===== src/hdl/bdre_pkg.sv =====
`default_nettype none
package bdre_pkg;

  localparam int unsigned OffsetW = 32;
  localparam int unsigned ByteW   = 8;
  localparam int unsigned OutDepth = 4;
  localparam int unsigned OutPtrW  = 2;
  localparam int unsigned OutCntW  = 3;
  localparam logic [ByteW-1:0] MaxRunReset = 8'd255;

  // One result item as it travels through the output queue.
  typedef struct packed {
    logic [OffsetW-1:0] run_offset;
    logic [ByteW-1:0]   data_byte;
    logic [ByteW-1:0]   index_in_run;
    logic               last_in_run;
    logic [ByteW-1:0]   run_length;
  } result_t;

  // Which of the two result slots the step logic fills in one cycle.
  // The second slot is only ever used together with the first one.
  typedef struct packed {
    logic first_valid;
    logic second_valid;
  } push_t;

endpackage
`default_nettype wire


===== src/hdl/bdre_step.sv =====
`default_nettype none
module bdre_step #(
  parameter int unsigned CHUNK_BYTES = 1024
) (
  input  wire logic                      clk_i,
  input  wire logic                      rst_ni,
  input  wire logic                      cfg_we_i,
  input  wire logic [bdre_pkg::ByteW-1:0] cfg_data_i,
  input  wire logic                      accept_i,
  input  wire logic [bdre_pkg::ByteW-1:0] orig_byte_i,
  input  wire logic [bdre_pkg::ByteW-1:0] patched_byte_i,
  input  wire logic                      end_of_data_i,
  output bdre_pkg::push_t                push_o,
  output bdre_pkg::result_t              first_o,
  output bdre_pkg::result_t              second_o
);

  localparam int unsigned ChunkW = $clog2(CHUNK_BYTES);
  localparam logic [ChunkW-1:0] ChunkLast = ChunkW'(CHUNK_BYTES - 1);

  logic [bdre_pkg::OffsetW-1:0] byte_offset_q, byte_offset_d;
  logic [bdre_pkg::OffsetW-1:0] run_start_q, run_start_d;
  logic [ChunkW-1:0]            chunk_pos_q, chunk_pos_d;
  logic [bdre_pkg::ByteW-1:0]   run_count_q, run_count_d;
  logic                         held_valid_q, held_valid_d;
  logic [bdre_pkg::ByteW-1:0]   held_byte_q, held_byte_d;
  logic [bdre_pkg::ByteW-1:0]   max_run_q;

  logic diff, boundary, extend;
  bdre_pkg::result_t held_res, tail_res;

  // The chunk position tracks byte_offset modulo the chunk size; it restarts
  // when the offset wraps, so offset zero is always a boundary.
  assign diff     = orig_byte_i != patched_byte_i;
  assign boundary = (chunk_pos_q == '0) || (byte_offset_q == '0);
  assign extend   = held_valid_q && diff && !boundary && (run_count_q < max_run_q);

  always_comb begin
    held_res.run_offset   = run_start_q;
    held_res.data_byte    = held_byte_q;
    held_res.index_in_run = run_count_q - 8'd1;
    held_res.last_in_run  = !extend;
    held_res.run_length   = extend ? '0 : run_count_q;

    run_start_d  = run_start_q;
    run_count_d  = '0;
    held_valid_d = 1'b0;
    held_byte_d  = held_byte_q;
    if (diff) begin
      held_valid_d = 1'b1;
      held_byte_d  = patched_byte_i;
      if (extend) begin
        run_count_d = run_count_q + 8'd1;
      end else begin
        run_start_d = byte_offset_q;
        run_count_d = 8'd1;
      end
    end

    // A differing final byte closes its own run right away.
    tail_res.run_offset   = run_start_d;
    tail_res.data_byte    = patched_byte_i;
    tail_res.index_in_run = run_count_d - 8'd1;
    tail_res.last_in_run  = 1'b1;
    tail_res.run_length   = run_count_d;

    byte_offset_d = byte_offset_q + 32'd1;
    if (byte_offset_q == '1 || chunk_pos_q == ChunkLast) begin
      chunk_pos_d = '0;
    end else begin
      chunk_pos_d = chunk_pos_q + ChunkW'(1);
    end

    if (end_of_data_i) begin
      byte_offset_d = '0;
      chunk_pos_d   = '0;
      run_start_d   = '0;
      run_count_d   = '0;
      held_valid_d  = 1'b0;
      held_byte_d   = '0;
    end
  end

  always_comb begin
    push_o.first_valid  = accept_i && (held_valid_q || (end_of_data_i && diff));
    push_o.second_valid = accept_i && held_valid_q && end_of_data_i && diff;
    first_o  = held_valid_q ? held_res : tail_res;
    second_o = tail_res;
  end

  always_ff @(posedge clk_i or negedge rst_ni) begin
    if (!rst_ni) begin
      byte_offset_q <= '0;
      run_start_q   <= '0;
      chunk_pos_q   <= '0;
      run_count_q   <= '0;
      held_valid_q  <= 1'b0;
      held_byte_q   <= '0;
      max_run_q     <= bdre_pkg::MaxRunReset;
    end else begin
      if (cfg_we_i) begin
        max_run_q <= cfg_data_i;
      end
      if (accept_i) begin
        byte_offset_q <= byte_offset_d;
        run_start_q   <= run_start_d;
        chunk_pos_q   <= chunk_pos_d;
        run_count_q   <= run_count_d;
        held_valid_q  <= held_valid_d;
        held_byte_q   <= held_byte_d;
      end
    end
  end

endmodule
`default_nettype wire


===== src/hdl/bdre_out_queue.sv =====
`default_nettype none
module bdre_out_queue (
  input  wire logic        clk_i,
  input  wire logic        rst_ni,
  input  wire bdre_pkg::push_t  push_i,
  input  wire bdre_pkg::result_t first_i,
  input  wire bdre_pkg::result_t second_i,
  output logic             room_o,
  output logic             valid_o,
  input  wire logic        ready_i,
  output bdre_pkg::result_t head_o
);

  bdre_pkg::result_t mem_q [bdre_pkg::OutDepth];
  logic [bdre_pkg::OutPtrW-1:0] wptr_q, rptr_q;
  logic [bdre_pkg::OutCntW-1:0] count_q, count_d;
  logic [bdre_pkg::OutCntW-1:0] push_n;
  logic pop;

  assign push_n  = bdre_pkg::OutCntW'(push_i.first_valid) +
                   bdre_pkg::OutCntW'(push_i.second_valid);
  assign valid_o = count_q != '0;
  assign pop     = valid_o && ready_i;
  assign head_o  = mem_q[rptr_q];
  // Room for the two results that the worst-case item can produce.
  assign room_o  = count_q <= bdre_pkg::OutCntW'(bdre_pkg::OutDepth - 2);
  assign count_d = count_q + push_n - bdre_pkg::OutCntW'(pop);

  always_ff @(posedge clk_i) begin
    if (push_i.first_valid) begin
      mem_q[wptr_q] <= first_i;
    end
    if (push_i.second_valid) begin
      mem_q[wptr_q + bdre_pkg::OutPtrW'(1)] <= second_i;
    end
  end

  always_ff @(posedge clk_i or negedge rst_ni) begin
    if (!rst_ni) begin
      wptr_q  <= '0;
      rptr_q  <= '0;
      count_q <= '0;
    end else begin
      wptr_q  <= wptr_q + bdre_pkg::OutPtrW'(push_n);
      rptr_q  <= rptr_q + bdre_pkg::OutPtrW'(pop);
      count_q <= count_d;
    end
  end

  a_no_overflow: assert property (@(posedge clk_i) disable iff (!rst_ni)
    (push_n != '0) |-> ({1'b0, count_q} + {1'b0, push_n} <= 4'(bdre_pkg::OutDepth)))
    else $error("output queue overflow");

  a_second_needs_first: assert property (@(posedge clk_i) disable iff (!rst_ni)
    push_i.second_valid |-> push_i.first_valid)
    else $error("second result pushed without first");

  a_count_tracks: assert property (@(posedge clk_i) disable iff (!rst_ni)
    $past(rst_ni) |-> (count_q == $past(count_d)))
    else $error("queue count lost track");

  a_ptr_distance: assert property (@(posedge clk_i) disable iff (!rst_ni)
    (count_q != 3'd4) |-> (bdre_pkg::OutPtrW'(wptr_q - rptr_q) == count_q[1:0]))
    else $error("queue pointers disagree with count");

endmodule
`default_nettype wire


===== src/hdl/byte_diff_run_encoder_core.sv =====
`default_nettype none
// Byte difference run encoder.
// The slave stream takes one request per byte pair: tdata carries the
// original byte (low) and the patched byte (high), tlast marks the final
// pair of the files. The master stream gives one request per differing
// patched byte, with its run start offset, its index inside the run, and
// tlast set on the byte that closes the run, together with the run length.
// Runs close at a matching byte, at max_run_length bytes, at a chunk
// boundary every CHUNK_BYTES bytes and at end of data.
// Throughput: one byte pair per cycle while s_axis_tready_o is high.
// A differing byte is held until the next pair shows whether the run goes
// on, so its result is queued when that next pair is accepted; a final
// pair is queued as it is accepted and can yield two results.
// Results wait in a four-entry queue; s_axis_tready_o is low while fewer
// than two entries are free, so a stalled receiver stops input before the
// queue can overflow, and nothing is lost. Reset empties the queue, restarts
// the offset at zero and sets max_run_length to 255. The configuration channel
// is always ready and should only be written while the block is idle.
module byte_diff_run_encoder_core #(
  parameter int unsigned CHUNK_BYTES = 1024
) (
  input  wire logic        clk_i,
  input  wire logic        rst_ni,
  input  wire logic        cfg_valid_i,
  output logic             cfg_ready_o,
  input  wire logic [7:0]  cfg_data_i,     // max_run_length
  input  wire logic        s_axis_tvalid_i,
  output logic             s_axis_tready_o,
  input  wire logic [15:0] s_axis_tdata_i, // orig_byte[7:0], patched_byte[15:8]
  input  wire logic        s_axis_tlast_i, // end_of_data
  output logic             m_axis_tvalid_o,
  input  wire logic        m_axis_tready_i,
  // run_offset[31:0], data_byte[39:32], index_in_run[47:40], run_length[55:48]
  output logic [55:0]      m_axis_tdata_o,
  output logic             m_axis_tlast_o  // last_in_run
);

  bdre_pkg::push_t   push;
  bdre_pkg::result_t first_res, second_res, head;
  logic accept, room;

  assign cfg_ready_o     = 1'b1;
  assign s_axis_tready_o = room;
  assign accept          = s_axis_tvalid_i && room;

  bdre_step #(
    .CHUNK_BYTES(CHUNK_BYTES)
  ) u_step (
    .clk_i          (clk_i),
    .rst_ni         (rst_ni),
    .cfg_we_i       (cfg_valid_i),
    .cfg_data_i     (cfg_data_i),
    .accept_i       (accept),
    .orig_byte_i    (s_axis_tdata_i[7:0]),
    .patched_byte_i (s_axis_tdata_i[15:8]),
    .end_of_data_i  (s_axis_tlast_i),
    .push_o         (push),
    .first_o        (first_res),
    .second_o       (second_res)
  );

  bdre_out_queue u_queue (
    .clk_i    (clk_i),
    .rst_ni   (rst_ni),
    .push_i   (push),
    .first_i  (first_res),
    .second_i (second_res),
    .room_o   (room),
    .valid_o  (m_axis_tvalid_o),
    .ready_i  (m_axis_tready_i),
    .head_o   (head)
  );

  assign m_axis_tdata_o = {head.run_length, head.index_in_run, head.data_byte,
                           head.run_offset};
  assign m_axis_tlast_o = head.last_in_run;

endmodule
`default_nettype wire

===== config.mk =====
export PLATFORM = sky130hd
export DESIGN_NAME = byte_diff_run_encoder_core
export DESIGN_NICKNAME = d
export VERILOG_FILES = /design/src/hdl/bdre_pkg.sv /design/src/hdl/bdre_step.sv /design/src/hdl/bdre_out_queue.sv /design/src/hdl/byte_diff_run_encoder_core.sv
export SDC_FILE = /design/constraint.sdc
export NUM_CORES = 1
export LEC_CHECK = 0
export ABC_CLOCK_PERIOD_IN_PS = 7060
export BUFFER_PORTS_ARGS = -buffer_cell sky130_fd_sc_hd__clkbuf_2
export CORE_MARGIN = 3
export CORE_UTILIZATION = 45
export DETAILED_ROUTE_END_ITERATION = 7
export GPL_TIMING_DRIVEN = 0
export HOLD_SLACK_MARGIN = 0.12
export MAX_ROUTING_LAYER = met4
export SYNTH_ARGS = -nofsm -noshare
export SYNTH_HDL_FRONTEND = slang
export SYNTH_SLANG_ARGS = --single-unit

===== constraint.sdc =====
create_clock -name clk_i -period 7.06 [get_ports clk_i]
set_input_delay 0.353 -clock clk_i [delete_from_list [all_inputs] [get_ports clk_i]]
set_output_delay 0.353 -clock clk_i [all_outputs]
set_load 0.03 [all_outputs]

# Word level (Yosys, flattened, before mapping)
# Memories as Yosys holds them, arrays and structs flattened.
# Index checks and enable logic that the tools add are counted.
[totals] in_bits=30 ramBits=228 n_memories=1 wordCells=66 out_inout_bits=60 reg_bits=106
[classes] mux=19 addsub=11 n_lt_le_gt_ge=2 reduce_logical=20 n_eq_ne=3
[memory_table] name="u_queue.mem_q" depth=4 width=57 read_ports=1 rd_ports_with_merged_regs=0 wr=2 line="bdre_out_queue.sv:14" rtl="bdre_pkg::result_t mem_q [bdre_pkg::OutDepth];"
[op_table] op="two-way mux 32 bit" count=4
[op_table] op="two-way mux 57 bit" count=1
[op_table] op="two-way mux 8 bit" count=6
[op_table] op="adder 32 x 1 -> 32 bit (second input constant)" count=1
[op_table] op="== test 32 bit (second input constant)" count=1
[op_table] op="logical NOT 32 bit" count=1
[op_table] op="two-way mux 10 bit" count=2
[op_table] op="subtractor 8 x 1 -> 8 bit (second input constant)" count=2
[op_table] op="adder 10 x 1 -> 10 bit (second input constant)" count=1
[op_table] op="== test 10 bit (second input constant)" count=1
[op_table] op="logical AND 1 bit" count=10
[op_table] op="logical NOT 10 bit" count=1
[op_table] op="adder 8 x 1 -> 8 bit (second input constant)" count=1
[op_table] op="< comparator 8 bit" count=1
[op_table] op="inequality test 8 bit" count=1
[op_table] op="two-way mux 1 bit" count=6
[op_table] op="adder 3 bit" count=1
[op_table] op="less-or-equal comparator 3 x 2 -> 1 bit (second input constant)" count=1
[op_table] op="logical OR 1 bit" count=3
[op_table] op="nonzero test 3 bit" count=1
[op_table] op="subtractor 3 x 1 -> 3 bit" count=1
[op_table] op="adder 1 x 1 -> 2 bit" count=1
[op_table] op="adder 2 x 1 -> 2 bit" count=1
[op_table] op="adder 2 x 1 -> 2 bit (second input constant)" count=1
[op_table] op="4 further kinds" count=5

# Logic depth before layout (Yosys ltp)
[depth] ltp_word=9 ltp_mapped=14

# By module
# From an unflattened synthesis, not the netlist that was laid out.
[unflattened] hier_cells=1352 hier_area_um2=18207.5
[by_module_without_submodules] module="bdre_out_queue" area_per_inst_um2=11328.4 seq_area_each_um2=7021.7 cells_per_inst=589 n_inst=1
[by_module_without_submodules] module="bdre_step" area_per_inst_um2=6861.6 seq_area_each_um2=2487.4 cells_per_inst=760 n_inst=1
[by_module_without_submodules] module="byte_diff_run_encoder_core" area_per_inst_um2=17.5 seq_area_each_um2=0.0 cells_per_inst=3 n_inst=1

# Worst setup path after synthesis
# Ideal clock, no wire load.
[synth_path] path_type="reg2reg" from="register u_queue.count_q[1] (netlist bit)" to="memory u_queue.mem_q[1][0] (netlist bit) (enable)" arrival_ps=3105 path_slack_ps=3540 stages_incl_launch_ff=9 path_buffers=2 path_cell_list="dfrtp_1 -> a21oi_2 -> and2_0 -> nand2_1 -> nor3_2 -> nand2_1 -> buf_2 -> buf_2 -> nand2_1"
[synth_rtl] element="start: declaration" line="bdre_out_queue.sv:16" rtl="logic [bdre_pkg::OutCntW-1:0] count_q, count_d;"
[synth_rtl] element="start signal: assignment" line="bdre_out_queue.sv:46" rtl="count_q <= count_d;"
[synth_rtl] element="end: declaration" line="bdre_out_queue.sv:14"

==> flow_results.xml <==
<?xml version="1.0" encoding="UTF-8"?>
<metrics>
  <group name="critical_path">
    <metric name="cp_max_fo" unit="">8</metric>
    <metric name="critPathMaxStageDelay" unit="ns">0.39</metric>
    <metric name="r2r_slack" unit="ns">3.14</metric>
    <metric name="critical_path_required" unit="ns">7.35</metric>
    <metric name="worst-r2r-cell-count" unit="">14</metric>
    <metric name="criticalPathCategory" unit="">flop to flop</metric>
    <metric name="worstPathCellList" unit="">clkbuf_1, inv_1, ha_1, nor4b_1, nand4_1, o2111ai_2, nor3_1, a21oi_1, inv_1, ha_1, nand2_1, o21ai_0, o22ai_1, a2bb2o_1</metric>
    <metric name="setup.worst_path.start_class" unit="">flop</metric>
    <metric name="crit_path_top_delay_cell" unit="">dfrtp_1</metric>
    <metric name="cp_endpoint_kind" unit="">flop</metric>
    <metric name="arrival" unit="ns">4.20</metric>
  </group>
  <group name="clocking">
    <metric name="cts_max_level" unit="">2</metric>
    <metric name="cts.reportedPaths.clkPinSlew" unit="ns">0.07</metric>
    <metric name="tritoncts_clock_tree" unit="">built</metric>
    <metric name="clock_path_buffers" unit="">3</metric>
    <metric name="cts.root.buffer_cell" unit="">clkbuf_16</metric>
    <metric name="cts.repair_timing.setup_buffer_count" unit="">0</metric>
    <metric name="clk-insertion-delay-late" unit="ns">0.54</metric>
    <metric name="total_cts_buffers" unit="">38</metric>
    <metric name="numClockSinks" unit="">334</metric>
  </group>
  <group name="sta">
    <metric name="slew_of_the_pin_with_the_lowest_slew_margin" unit="ns">1.13</metric>
    <metric name="total_count_of_max_transition_violations_in_the_final_report" unit="">0</metric>
    <metric name="fin_setup_tns" unit="ns">0</metric>
    <metric name="max_freq" unit="GHz">0.255</metric>
    <metric name="clock_skew" unit="ns">0.0208</metric>
    <metric name="crit_share_post_route" unit="%">55.5</metric>
    <metric name="slew_headroom" unit="%">24.9</metric>
    <metric name="finalWorstPathRequiredPeriod" unit="ns">3.92</metric>
    <metric name="finalSetupViolations" unit="">0</metric>
    <metric name="final_hold_viol_count" unit="">0</metric>
    <metric name="grt_setup_unrepaired" unit="">false</metric>
  </group>
  <group name="synthesis">
    <metric name="synth.net_count" unit="">1394</metric>
    <metric name="netlist_top_cells_area" unit="">edfxtp_1, dfrtp_1, a22o_1, mux4_2, nand2_1</metric>
    <metric name="post-synth-top-area-cell" unit="">edfxtp_1</metric>
    <metric name="synthArstFlopShare" unit="%">31.7</metric>
    <metric name="synthFlopType" unit="">edfxtp_1</metric>
    <metric name="synthCells" unit="">1343</metric>
    <metric name="synthTopCellsByCount" unit="">edfxtp_1, a22o_1, nand2_1</metric>
    <metric name="synth_top_area_share" unit="%">40.0</metric>
    <metric name="yosys_warnings" unit="">0</metric>
    <metric name="synth_cell_type_count" unit="">69</metric>
    <metric name="synthesis.area" unit="µm²">16800</metric>
    <metric name="yosysSeqAreaShare" unit="%">56.3</metric>
    <metric name="synth.ff_latch_count" unit="">334</metric>
    <metric name="synth_most_common_cell" unit="">edfxtp_1</metric>
    <metric name="syn_avg_cell_area" unit="µm²">12.5</metric>
    <metric name="synth_edf_count" unit="">224</metric>
  </group>
  <group name="min_path">
    <metric name="hold_depth" unit="">2</metric>
    <metric name="kind_of_path_behind_the_tightest_hold_check" unit="">input pin to flop</metric>
  </group>
  <group name="run_status">
    <metric name="status" unit="">finished, final reports clean</metric>
  </group>
  <group name="finish">
    <metric name="drive_above_1_share" unit="%">21.6</metric>
    <metric name="area_delta_synth_final" unit="%">15.4</metric>
    <metric name="final_cell_count_no_fill" unit="">1985</metric>
    <metric name="diode_insertion_count_for_antenna_repair" unit="">0</metric>
    <metric name="num-nets-final" unit="">1540</metric>
  </group>
  <group name="floorplanning">
    <metric name="design.portCount" unit="">90</metric>
    <metric name="rows" unit="">70</metric>
    <metric name="floorplan_die_area" unit="µm²">39800</metric>
    <metric name="initial_core_util" unit="%">45.9</metric>
    <metric name="core_area" unit="µm²">36700</metric>
    <metric name="chipWidth" unit="µm">199</metric>
    <metric name="floorplan.die.height" unit="µm">199</metric>
  </group>
  <group name="place">
    <metric name="post-dp-hpwl" unit="µm">30800</metric>
    <metric name="gp_congestion" unit="">0.920</metric>
    <metric name="placed_cells_incl_taps" unit="">1904</metric>
    <metric name="numPortBuffers" unit="">88</metric>
  </group>
  <group name="routing">
    <metric name="routed_wl" unit="µm">46900</metric>
    <metric name="drt_first_iter_violations" unit="">1006</metric>
    <metric name="firstDrtPassIters" unit="">5</metric>
    <metric name="postRouteAntennaNets" unit="">0</metric>
    <metric name="detail_route.wl_per_cell" unit="µm">23.6</metric>
    <metric name="route.detailed.vias_per_inst" unit="">6.13</metric>
    <metric name="num_vias" unit="">12200</metric>
    <metric name="route.detailed.drc" unit="">0</metric>
  </group>
  <group name="global_routing">
    <metric name="wire_length_of_the_first_global_routing_pass" unit="µm">70700</metric>
    <metric name="grt_antenna_before_repair" unit="">0</metric>
    <metric name="grt_pass1_vias" unit="">12000</metric>
    <metric name="globalRouteTotalUtil" unit="%">24.2</metric>
    <metric name="pin_count_of_the_biggest_net_entering_global_routing" unit="">103</metric>
    <metric name="grt_remaining_overflow" unit="">0</metric>
  </group>
  <group name="pwr">
    <metric name="worst_voltage_drop_across_the_vdd_grid" unit="mV">0.232</metric>
    <metric name="leak" unit="nW">7.28</metric>
    <metric name="power-per-cell-area" unit="nW/µm²">361</metric>
  </group>
  <group name="job">
    <metric name="timing.max_cap.violations" unit="">0</metric>
  </group>
</metrics>
-- worst max-delay path, delay by kind of cell (launching register included) --
kind	cells	cell delay [ns]
fa+ha+maj	2	0.47
buf+inv	3	0.51
simple gates	4	0.76
compound gates	5	1.52
flops	1	0.39
-- stage by stage --
step | hold WS, ns | setup WS, ns | utilization (%) | total power, mW | cell area [µm²]
6_report | 0.163 | 3.14 | 52.9 | 7.01 | 19400
5_1_grt | 0.177 | 2.94 | 52.9 | 7.31 | 19400
4_1_cts | 0.132 | 3.22 | 52.9 | 7.05 | 19400
3_5_place_dp | 0.178 | 3.26 | 49.1 | 5.05 | 18000
3_3_place_gp | 0.449 | 1.81 | 48.7 | 5.01 | 17900
2_1_floorplan | 0.0574 | 3.54 | - | 4.24 | 16800
-- timing repair --
item / 4_1_cts / 5_1_grt
gates resized for setup: 0 / 0
hold endpoints to repair: 106 / 0
hold buffers: 13 / 0
-- worst paths after layout --
kind	start	endpoint
min	cfg_valid_i	u_step.max_run_q[0]$_DFFE_PN1P_
min reg2reg	u_queue.mem_q[2][8]$_SDFFE_PP1P_	u_queue.mem_q[2][8]$_SDFFE_PP1P_
min in group asynchronous	rst_ni	u_step.run_start_q[20]$_DFFE_PN0P_
max in group asynchronous	rst_ni	u_step.held_byte_q[2]$_DFFE_PN0P_
max reg2reg	u_step.byte_offset_q[0]$_DFFE_PN0P_	u_queue.mem_q[2][15]$_DFFE_PP_
max	u_step.byte_offset_q[0]$_DFFE_PN0P_	u_queue.mem_q[2][15]$_DFFE_PP_
-- final cells by class --
cell class	count	area, µm²
Fill cell	3143	17300
Sequential cell	334	9470
Multi-Input combinational cell	848	6620
Clock buffer	49	1060
Timing Repair Buffer	106	717
Buffer	128	644
Tap cell	468	586
Clock inverter	19	199
Inverter	33	125
-- registers in the layout, summed over array words and instances (netlist names) --
name,flops
u_queue.count_q,3
u_step.held_byte_q,8
u_step.run_start_q,32
u_step.chunk_pos_q,10
u_step.run_count_q,8
u_queue.mem_q,228
u_step.max_run_q,8
u_step.byte_offset_q,32
u_queue.wptr_q,2
u_queue.rptr_q,2
u_step.held_valid_q,1
-- where the power goes --
part / switching, mW / internal, mW / total, mW / leakage (nW)
Sequential: 0.148 / 2.36 / 2.51 / 3.55
Clock: 0.796 / 1.20 / 2.00 / 0.603
Combinational: 1.69 / 0.814 / 2.50 / 3.12
-- routing by layer --
metal	wire, µm	global-route usage, %	up-vias
met5	0	-	-
met4	1420	8.53	0
met3	3210	4.55	105
met2	23000	38.9	446
met1	19300	31.0	6097
li1	-	-	5511
-- cells by family after synthesis --
| logic type | share of synthesized area [%] |
|---|---|
| other | 0.0223 |
| multiplexers | 7.88 |
| AND/OR/NAND/NOR | 9.05 |
| AO/OA/AOI/OAI | 17.6 |
| buffers and inverters | 4.57 |
| XOR/XNOR | 2.97 |
| adder cells (fa/ha/maj) | 1.61 |
| flip-flops | 56.3 |
-- placed cells by master (no fill, tap or decap), drive strengths merged, types with 3 or more instances in the layout --
master	count
clkinvlp	4
dfstp	8
o211ai	4
and4	3
nor3	24
and3	10
edfxtp	224
xnor2	27
and2	4
dlygate4sd3	13
a2bb2o	3
o22ai	46
o21ai	75
xor2	30
buf	91
a22oi	42
nand2b	9
nor4	10
mux4	57
dfxtp	4
a22o	163
nand4	15
dfrtp	98
nor2b	3
a21oi	22
nor2	62
ha	20
clkbuf	179
o32ai	8
nand2	118
nand3	35
or3	8
or2	5
o2bb2ai	8
clkinv	12
inv	32
bufinv	4
o31ai	10
(Power assumes the default switching activity.)
